<file path="config.mk">
export PLATFORM = sky130hd
export DESIGN_NAME = windows_path_validator_unit
export DESIGN_NICKNAME = d
export VERILOG_FILES = /design/src/rtl/wpv_pkg.sv /design/src/rtl/wpv_core.sv /design/src/rtl/windows_path_validator_unit.sv
export SDC_FILE = /design/constraint.sdc
export NUM_CORES = 1
export LEC_CHECK = 0
export BUFFER_PORTS_ARGS = -buffer_cell sky130_fd_sc_hd__buf_2
export CAP_MARGIN = 15
export CORE_MARGIN = 2
export CORE_UTILIZATION = 55
export CTS_CLUSTER_SIZE = 10
export DETAILED_ROUTE_END_ITERATION = 12
export PLACE_DENSITY = 0.78
export SETUP_SLACK_MARGIN = 0.05
export SLEW_MARGIN = 0
export SYNTH_ARGS = -nofsm -noshare
export SYNTH_HDL_FRONTEND = slang
export SYNTH_HIERARCHICAL = 1
export SYNTH_SLANG_ARGS = --single-unit
</file>
<file path="constraint.sdc">
create_clock -name clk -period 6.8 [get_ports clk]
set_input_delay 1.36 -clock clk [delete_from_list [all_inputs] [get_ports clk]]
set_output_delay 1.36 -clock clk [all_outputs]
set_load 0.05 [all_outputs]
</file>
<file path="src/rtl/wpv_pkg.sv">
package wpv_pkg;

  typedef logic [15:0] unit_t;

  localparam unit_t CH_SPACE  = 16'h0020;
  localparam unit_t CH_DQUOTE = 16'h0022;
  localparam unit_t CH_STAR   = 16'h002A;
  localparam unit_t CH_DOT    = 16'h002E;
  localparam unit_t CH_SLASH  = 16'h002F;
  localparam unit_t CH_ONE    = 16'h0031;
  localparam unit_t CH_NINE   = 16'h0039;
  localparam unit_t CH_COLON  = 16'h003A;
  localparam unit_t CH_LT     = 16'h003C;
  localparam unit_t CH_GT     = 16'h003E;
  localparam unit_t CH_QMARK  = 16'h003F;
  localparam unit_t CH_UP_A   = 16'h0041;
  localparam unit_t CH_UP_Z   = 16'h005A;
  localparam unit_t CH_BSLASH = 16'h005C;
  localparam unit_t CH_LO_A   = 16'h0061;
  localparam unit_t CH_LO_Z   = 16'h007A;
  localparam unit_t CH_PIPE   = 16'h007C;
  localparam unit_t CASE_DIFF = 16'h0020;

  localparam unit_t HI_SURR_MIN = 16'hD800;
  localparam unit_t HI_SURR_MAX = 16'hDBFF;
  localparam unit_t LO_SURR_MIN = 16'hDC00;
  localparam unit_t LO_SURR_MAX = 16'hDFFF;

  // reserved base names, first character in the lowest slot
  localparam logic [2:0][15:0] NAME_CON = {16'h004E, 16'h004F, 16'h0043};
  localparam logic [2:0][15:0] NAME_PRN = {16'h004E, 16'h0052, 16'h0050};
  localparam logic [2:0][15:0] NAME_AUX = {16'h0058, 16'h0055, 16'h0041};
  localparam logic [2:0][15:0] NAME_NUL = {16'h004C, 16'h0055, 16'h004E};
  localparam logic [2:0][15:0] NAME_COM = {16'h004D, 16'h004F, 16'h0043};
  localparam logic [2:0][15:0] NAME_LPT = {16'h0054, 16'h0050, 16'h004C};

  localparam logic [2:0] BASE_LEN3 = 3'd3;
  localparam logic [2:0] BASE_LEN4 = 3'd4;
  localparam logic [2:0] BASE_OVER = 3'd5;

  typedef struct packed {
    logic             valid;
    logic             last;
    unit_t            code;
  } step_req_t;

  typedef struct packed {
    logic             nonempty;
    logic             dot_seen;
    logic [2:0]       bcount;
    logic [3:0][15:0] bchars;
  } comp_t;

  function automatic unit_t to_upper(unit_t c);
    return (c >= CH_LO_A && c <= CH_LO_Z) ? c - CASE_DIFF : c;
  endfunction

  function automatic logic is_letter(unit_t c);
    return (c >= CH_UP_A && c <= CH_UP_Z) || (c >= CH_LO_A && c <= CH_LO_Z);
  endfunction

  function automatic logic is_forbidden(unit_t c);
    return c < CH_SPACE || c == CH_LT || c == CH_GT || c == CH_DQUOTE ||
           c == CH_PIPE || c == CH_QMARK || c == CH_STAR || c == CH_SLASH ||
           c == CH_COLON;
  endfunction

  function automatic comp_t add_to_comp(comp_t s, unit_t c);
    comp_t r;
    r = s;
    r.nonempty = 1'b1;
    if (!s.dot_seen) begin
      if (c == CH_DOT) begin
        r.dot_seen = 1'b1;
      end else if (s.bcount < BASE_LEN4) begin
        r.bchars[s.bcount[1:0]] = to_upper(c);
        r.bcount = s.bcount + 3'd1;
      end else begin
        r.bcount = BASE_OVER;
      end
    end
    return r;
  endfunction

  function automatic logic comp_bad(comp_t s, unit_t last_c);
    logic dev3, dev4;
    dev3 = s.bcount == BASE_LEN3 &&
           (s.bchars[2:0] == NAME_CON || s.bchars[2:0] == NAME_PRN ||
            s.bchars[2:0] == NAME_AUX || s.bchars[2:0] == NAME_NUL);
    dev4 = s.bcount == BASE_LEN4 &&
           (s.bchars[2:0] == NAME_COM || s.bchars[2:0] == NAME_LPT) &&
           s.bchars[3] >= CH_ONE && s.bchars[3] <= CH_NINE;
    return !s.nonempty || last_c == CH_DOT || last_c == CH_SPACE || dev3 || dev4;
  endfunction

endpackage

</file>
<file path="src/rtl/wpv_core.sv">
module wpv_core #(
  parameter int MAX_PATH_UNITS = 1024
) (
  input  logic              clk,
  input  logic              rst_n,
  input  wpv_pkg::step_req_t req,
  output logic              path_ok
);
  import wpv_pkg::*;

  localparam int POS_W = $clog2(MAX_PATH_UNITS + 2);
  localparam logic [POS_W-1:0] POS_SAT = POS_W'(MAX_PATH_UNITS + 1);
  localparam logic [POS_W-1:0] POS_MAX = POS_W'(MAX_PATH_UNITS);
  localparam logic [POS_W-1:0] POS_MIN = POS_W'(4);
  localparam logic [POS_W-1:0] POS_DRV = POS_W'(0);
  localparam logic [POS_W-1:0] POS_COL = POS_W'(1);
  localparam logic [POS_W-1:0] POS_SEP = POS_W'(2);

  logic [POS_W-1:0] pos_r, pos_nxt, pos_inc;
  comp_t            comp_r, comp_nxt, comp_p;
  unit_t            prev_r, prev_nxt;
  logic             expect_r, expect_nxt, expect_p;
  logic             failed_r, failed_nxt, failed_p;
  logic             final_bad;
  unit_t            c;

  always_comb begin
    c        = req.code;
    pos_inc  = (pos_r < POS_SAT) ? pos_r + POS_W'(1) : pos_r;
    comp_p   = comp_r;
    expect_p = expect_r;
    failed_p = failed_r;
    if (pos_r == POS_DRV) begin
      if (!is_letter(c)) failed_p = 1'b1;
    end else if (pos_r == POS_COL) begin
      if (c != CH_COLON) failed_p = 1'b1;
    end else if (pos_r == POS_SEP) begin
      if (c != CH_BSLASH) failed_p = 1'b1;
    end else if (expect_r) begin
      expect_p = 1'b0;
      if (c < LO_SURR_MIN || c > LO_SURR_MAX) failed_p = 1'b1;
      comp_p = add_to_comp(comp_r, c);
    end else if (c == CH_BSLASH) begin
      if (comp_bad(comp_r, prev_r)) failed_p = 1'b1;
      comp_p = '0;
    end else begin
      if (is_forbidden(c)) failed_p = 1'b1;
      if (c >= HI_SURR_MIN && c <= HI_SURR_MAX) expect_p = 1'b1;
      else if (c >= LO_SURR_MIN && c <= LO_SURR_MAX) failed_p = 1'b1;
      comp_p = add_to_comp(comp_r, c);
    end

    final_bad = failed_p || expect_p || pos_inc < POS_MIN || pos_inc > POS_MAX ||
                (pos_r > POS_SEP && comp_bad(comp_p, c));
    path_ok   = !final_bad;

    pos_nxt    = pos_r;
    comp_nxt   = comp_r;
    prev_nxt   = prev_r;
    expect_nxt = expect_r;
    failed_nxt = failed_r;
    if (req.valid) begin
      if (req.last) begin
        pos_nxt    = '0;
        comp_nxt   = '0;
        prev_nxt   = '0;
        expect_nxt = 1'b0;
        failed_nxt = 1'b0;
      end else begin
        pos_nxt    = pos_inc;
        comp_nxt   = comp_p;
        prev_nxt   = c;
        expect_nxt = expect_p;
        failed_nxt = failed_p;
      end
    end
  end

  always_ff @(posedge clk) begin
    if (!rst_n) begin
      pos_r    <= '0;
      comp_r   <= '0;
      prev_r   <= '0;
      expect_r <= 1'b0;
      failed_r <= 1'b0;
    end else begin
      pos_r    <= pos_nxt;
      comp_r   <= comp_nxt;
      prev_r   <= prev_nxt;
      expect_r <= expect_nxt;
      failed_r <= failed_nxt;
    end
  end

endmodule

</file>
<file path="src/rtl/windows_path_validator_unit.sv">
// Checks an absolute Windows path given as a stream of UTF-16 code units.
// Input channel (in_*): one code unit per request in in_tdata, with in_tlast
// high on the final unit of the path. Result channel (out_*): one request per
// path, bit 0 of out_tdata is 1 when the path is valid, 0 otherwise.
// A unit is taken into an input register and checked there against the running
// path state; a final unit loads the verdict into the output register, which
// drives out_tvalid. Throughput is one code unit per cycle, except while a
// final unit waits on an untaken verdict; each unit checked updates the path
// state (position, current component, surrogate and failure flags).
// Reset (synchronous, rst_n low) empties both registers and clears the path
// state, so the next unit starts a new path. While a verdict waits on a low
// out_tready, non-final units keep flowing; a final unit waits in the input
// register and in_tready drops until the verdict is taken.
module windows_path_validator_unit #(
  parameter int MAX_PATH_UNITS = 1024
) (
  input  logic        clk,
  input  logic        rst_n,
  input  logic        in_tvalid,
  output logic        in_tready,
  input  logic [15:0] in_tdata,   // [15:0] code_unit
  input  logic        in_tlast,   // last_unit
  output logic        out_tvalid,
  input  logic        out_tready,
  output logic [7:0]  out_tdata   // [0] path_ok, [7:1] zero
);
  import wpv_pkg::*;

  logic      s1_valid_r;
  unit_t     s1_code_r;
  logic      s1_last_r;
  logic      out_valid_r;
  logic      out_ok_r;
  logic      adv;
  logic      core_ok;
  step_req_t req;

  assign adv       = s1_valid_r && (!s1_last_r || !out_valid_r || out_tready);
  assign in_tready = !s1_valid_r || adv;

  assign req.valid = adv;
  assign req.last  = s1_last_r;
  assign req.code  = s1_code_r;

  wpv_core #(
    .MAX_PATH_UNITS(MAX_PATH_UNITS)
  ) u_core (
    .clk    (clk),
    .rst_n  (rst_n),
    .req    (req),
    .path_ok(core_ok)
  );

  always_ff @(posedge clk) begin
    if (!rst_n) begin
      s1_valid_r <= 1'b0;
    end else if (in_tvalid && in_tready) begin
      s1_valid_r <= 1'b1;
    end else if (adv) begin
      s1_valid_r <= 1'b0;
    end
  end

  always_ff @(posedge clk) begin
    if (in_tvalid && in_tready) begin
      s1_code_r <= in_tdata;
      s1_last_r <= in_tlast;
    end
  end

  always_ff @(posedge clk) begin
    if (!rst_n) begin
      out_valid_r <= 1'b0;
    end else if (adv && s1_last_r) begin
      out_valid_r <= 1'b1;
    end else if (out_tready) begin
      out_valid_r <= 1'b0;
    end
  end

  always_ff @(posedge clk) begin
    if (adv && s1_last_r) begin
      out_ok_r <= core_ok;
    end
  end

  assign out_tvalid = out_valid_r;
  assign out_tdata  = {7'b0, out_ok_r};

  a_no_result_overwrite: assert property (@(posedge clk) disable iff (!rst_n)
    adv && s1_last_r |-> !out_valid_r || out_tready)
    else $error("verdict overwritten before delivery");

  a_result_from_last: assert property (@(posedge clk) disable iff (!rst_n)
    out_valid_r && !$past(out_valid_r) |-> $past(adv && s1_last_r))
    else $error("verdict without a final unit");

  a_held_unit_kept: assert property (@(posedge clk) disable iff (!rst_n)
    s1_valid_r && !adv |=> s1_valid_r && $stable(s1_code_r) && $stable(s1_last_r))
    else $error("pending unit lost");

endmodule

</file>
Word level (Yosys, flattened, before mapping). Cells that the tools add are included.

Logic and storage cells: 180. Register bits after elaboration: 118. Output and inout bits: 10. Input bits: 21.

$add $sub $neg: 3. Mux-type cells: 43. Equal/unequal tests: 36. Reduce and logical (&&, ||, !) cells: 60. Order comparisons: 22.

Operators with widths (number): equality test 48 x 39 -> 1 bit, second input constant (12); 2-to-1 mux 69 bit (6); equality test 16 x 6 -> 1 bit, second input constant (11); 2-to-1 mux 68 bit (1); 2-to-1 mux 67 bit (1); bitwise mux 64 bit (1); 2-to-1 mux 64 bit (1); 2-to-1 mux 16 bit (3); logical OR 1 bit (33); demux 16 bit (select 2 bit) (1); equality test 16 x 7 -> 1 bit, second input constant (2); greater-or-equal comparator 16 bit, second input constant (2); greater-or-equal comparator 16 x 6 -> 1 bit, second input constant (2); greater-or-equal comparator 16 x 7 -> 1 bit, second input constant (2); <= comparator 16 bit, second input constant (2); <= comparator 16 x 6 -> 1 bit, second input constant (2); <= comparator 16 x 7 -> 1 bit, second input constant (2); 2-to-1 mux 1 bit (26); 2-to-1 mux 11 bit (2); logical AND 1 bit (17); greater-than comparator 16 bit, second input constant (1); < comparator 16 bit, second input constant (1); < comparator 16 x 6 -> 1 bit, second input constant (1); inequality test 16 x 6 -> 1 bit, second input constant (1); other kinds (21) (31).

Depth between registers and ports, before layout.
Depth after elaboration: 23. Gate-level depth with buffers: 14. Gate-level depth less buffers: 12.

Hierarchy. The synthesis kept the hierarchy.

By module, submodules not included: wpv_core (area an instance 6014.5 µm², sequential area each 1961.9 µm², cells an instance 761, times used 1); windows_path_validator_unit (area an instance 721.9 µm², sequential area each 580.6 µm², cells an instance 39, times used 1).

Worst setup path before layout. Ideal clock, no wire load.

Path kind: reg-to-reg. Start point: reg u_core.pos_r[2]. End point: reg out_ok_r (data pin). Path slack: 3.350 ns. Period minus slack after synthesis: 3.450 ns. Arrival time: 3.179 ns. Cell stages (with the launch flop): 14. Path through: dfxtp_1 -> clkbuf_1 -> or4_4 -> nor4_4 -> a2111oi_2 -> buf_6 -> and3_1 -> buf_6 -> a22o_1 -> nor4_1 -> nand4_1 -> a2111oi_2 -> a31o_1 -> a21oi_1.

Longest elaborated chain between the ends: 14.

Ends and longest elaborated chain: start: declaration (RTL line wpv_core.sv:19) `logic [POS_W-1:0] pos_r, pos_nxt, pos_inc;`; start signal: assignment (RTL line wpv_core.sv:87) `pos_r <= pos_nxt;`; branches (longest 12 deep; another with adder 11 x 1 -> 11 bit); logical OR 1 bit (*) (RTL line wpv_core.sv:53) `final_bad = failed_p || expect_p || pos_inc < POS_MIN || pos_inc > POS_MAX ||`; zero test 1 bit (*) (RTL line wpv_core.sv:55) `path_ok = !final_bad;`; via core_ok (RTL line windows_path_validator_unit.sv:35) `logic core_ok;`; end signal: assignment (RTL line windows_path_validator_unit.sv:83) `out_ok_r <= core_ok;`; end: declaration (RTL line windows_path_validator_unit.sv:33) `logic out_ok_r;`.

Mark *: on every way through the listed nets, which the timed path passes. The select of a mux whose other input is x is not followed. A chain may end at the register's enable or synchronous reset.

Final worst setup path.
Start point: reg s1_code_r[1]. End point: reg out_ok_r (data pin).

Longest elaborated chain between the ends: 22.

Ends and longest elaborated chain: start: declaration (RTL line windows_path_validator_unit.sv:30) `unit_t s1_code_r;`; start signal: assignment (RTL line windows_path_validator_unit.sv:66) `s1_code_r <= in_tdata;`; branches (longest 20 deep; another with greater-or-equal comparator 16 x 7 -> 1 bit); logical OR 1 bit (*) (RTL line wpv_core.sv:53); zero test 1 bit (*) (RTL line wpv_core.sv:55); via core_ok (RTL line windows_path_validator_unit.sv:35).

Marks and branches as above.

==> metrics.txt <==
outcome finished, final reports clean; synth cell count leaders dfxtp_1, nor2b_1, nor2_1; Root Buffer clkbuf_16; WL/cell roughly 21 um; area leader, netlist dfxtp_1; top cells by area, synth dfxtp_1, nor2b_1, edfxtp_1, a22oi_1, nor2_1; final setup margin 2.60 ns; EDFF count, synth 18; drt pass-1 iters 6; Hold Path End u_core/prev_r[8]; main flop type after synthesis dfxtp_1; worst-path maximum fanout 11; critical path's slowest cell edfxtp_1; Synth async-reset ratio 0%; PD cells between 200 and 250 nW/um2; hold_buf cts 0; Rows 40; period utilisation layout 61.8%; post-cts resize count 0; WS Path Type flip-flop to flip-flop; clk_lat worst skew between 0.4 and 0.5 ns; Cells after Synth 800; Ys Warns 6; vias post-DR ~6,400; worst reg2reg setup slack 2.60 ns; synth unique cells 80; setup TNS 0 ns; WHS 0.476 ns; largest net degree at the start of global routing just over 100; Detailed Place HPWL 13.3 mm; Max Cap Viol 0; met2 WL about 9 mm; WP depth 11; Setup-failing EPs final 0; # Post-CTS Setup Buffers 0; final instance area around 7500 um2; final hold violations 0; delay-heaviest family, CP simple AND/OR/NAND/NOR gates; GRT Resource Usage Total 31.2%; R2R cell count 11; Core Area 12,000 um2; RSZ-0062 raised after global routing false; Area Growth Syn to Fin 10.8%; Worst setup EP type flip-flop; Crit path largest cell delay approximately 0.62 ns; Slew headroom 43.7%; post-synth top area share 29.7%; worst path required time just under 7 ns; CTS H-tree depth 4; Final nets between 800 and 900; metal3 WL roughly 1.8 mm; clock tree sinks 118; Max Clock Freq 238 MHz; die width ~110 um; overall power 1.80 mW; worst flop-to-flop path startpoint s1_code_r[1]; HP Class flip-flop to flip-flop; top-count cell post-synth dfxtp_1; M1 wire length between 8 and 9 mm; Area after DPL 6850 um2; total CTS buffers 17; crit path cell chain or4bb_1 > nor4_2 > a2111oi_2 > buf_4 > and3_1 > a22o_1 > nor4_1 > nand4_1 > a2111oi_2 > a31o_1 > a21oi_1; Worst-Margin Slew approximately 0.84 ns; CP arrival 4.35 ns; DRC 0; ratio of cells with drive above 1 in the final layout 11.0%; DIE AREA approximately 13,000 um2; Finished Core Util 62.4%; crit-path most repeated cell a2111oi_2; Startpoint Class flip-flop; Initial Utilization between 50 and 60%; initial antenna violation count 0; Clock Skew around 0.0085 ns; sequential fraction of the synthesis area a little under two fifths; Peak supply drop 298 uV; cell count after placement roughly 920; flops & latches, synth roughly 120; global-route wire length before repair approximately 32 mm; n_diodes 0; dpl ws 2.36 ns; Non-Filler Instances between 900 and 1,000; Cells on Worst Hold Path 2; Mapped Avg Cell Area ~8.4 um2; leak pwr ~2.6 nW; worst-case clock buffer depth 2; Buf/Inv on CP 1; Reg clk slew, reported paths 0.06 ns; DRT iter0 DRCs about 650; gr ovfl total 0; top sig layer met4; WL final 19.7 mm; I/O Buffers 23; vias in the first global route 5,950; CTS tree done; Syn Std Cell Area 6740 um2; GPL Wtd Cong 0.965; Period minus WS final between 4 and 5 ns; Final Max Slew Viols 0; Final ANT Viol Nets 0; drt via density between 6 and 7; Crit Reg-Reg Endpoint out_ok_r; Worst Min Path Start u_core/prev_r[8]; num ports 31; Die Ht ~110 um
## worst min-delay path: cells and delay by family (launching register included)
family          cells  cell delay (ns)
simple gates        1             0.05
flops               1             0.31
compound gates      1             0.06
## worst max path at each step
stage / start / end / slack, ns
finish: s1_code_r[1] / out_ok_r / 2.60
global route: u_core/pos_r[0] / out_ok_r / 2.39
CTS: u_core/pos_r[0] / out_ok_r / 2.33
detailed placement: u_core/pos_r[0] / out_ok_r / 2.36
global placement: u_core/pos_r[0] / out_ok_r / 2.50
floorplan: u_core/pos_r[2] / out_ok_r / 3.35
## layout make-up
class,instances,area (um2)
fillers,1017,4500
flip-flops and latches,118,2540
multi-input cells,611,3870
clock inverters,14,171
well taps,147,184
inverters,15,56.3
clock buffers,18,439
repair buffers,34,195
## layer usage
metal  global-route usage, %  vias up
li1                        -     2934
met1                    42.0     3034
met2                    47.5      373
met3                    7.41       50
met4                    14.1        0
met5                       0        -
## cells by family after synthesis
kind of cell             after synthesis  share of synthesized area, %
other                                  1                        0.0557
adder cells (fa/ha/maj)               12                          2.23
AO/OA/AOI/OAI                        217                          22.4
multiplexers                          10                          1.50
XOR/XNOR                               4                         0.520
flip-flops                           118                          37.7
AND/OR/NAND/NOR                      361                          30.5
buffers and inverters                 77                          5.13
## layout by cell type (no fill, tap or decap), drive strengths merged, types with 14 or more instances in the layout
cell type and instances:
dfxtp 100, nor2 75, a22oi 57, inv 19
buf 34, nor2b 93, a32oi 14, nor3 23
o21ai 29, clkbuf 18, edfxtp 18, nor4 17
nand4 14, a21oi 54, nand2 47
## power breakdown
group / leakage [nW] / internal (mW) / total [mW] / switching (mW)
Combinational: 1.31 / 0.0425 / 0.129 / 0.0864
Clock: 0.295 / 0.588 / 0.927 / 0.338
Sequential: 0.984 / 0.721 / 0.742 / 0.0208
Total: 2.58 / 1.35 / 1.80 / 0.446
## flip-flops by register name, summed over array words and instances (netlist names)
name             flops
u_core/comp_r       69
s1_code_r           16
u_core/prev_r       16
u_core/pos_r        11
out_ok_r             1
out_tvalid           1
s1_last_r            1
s1_valid_r           1
u_core/expect_r      1
u_core/failed_r      1
Note: power is estimated with default switching activity, not from simulation.
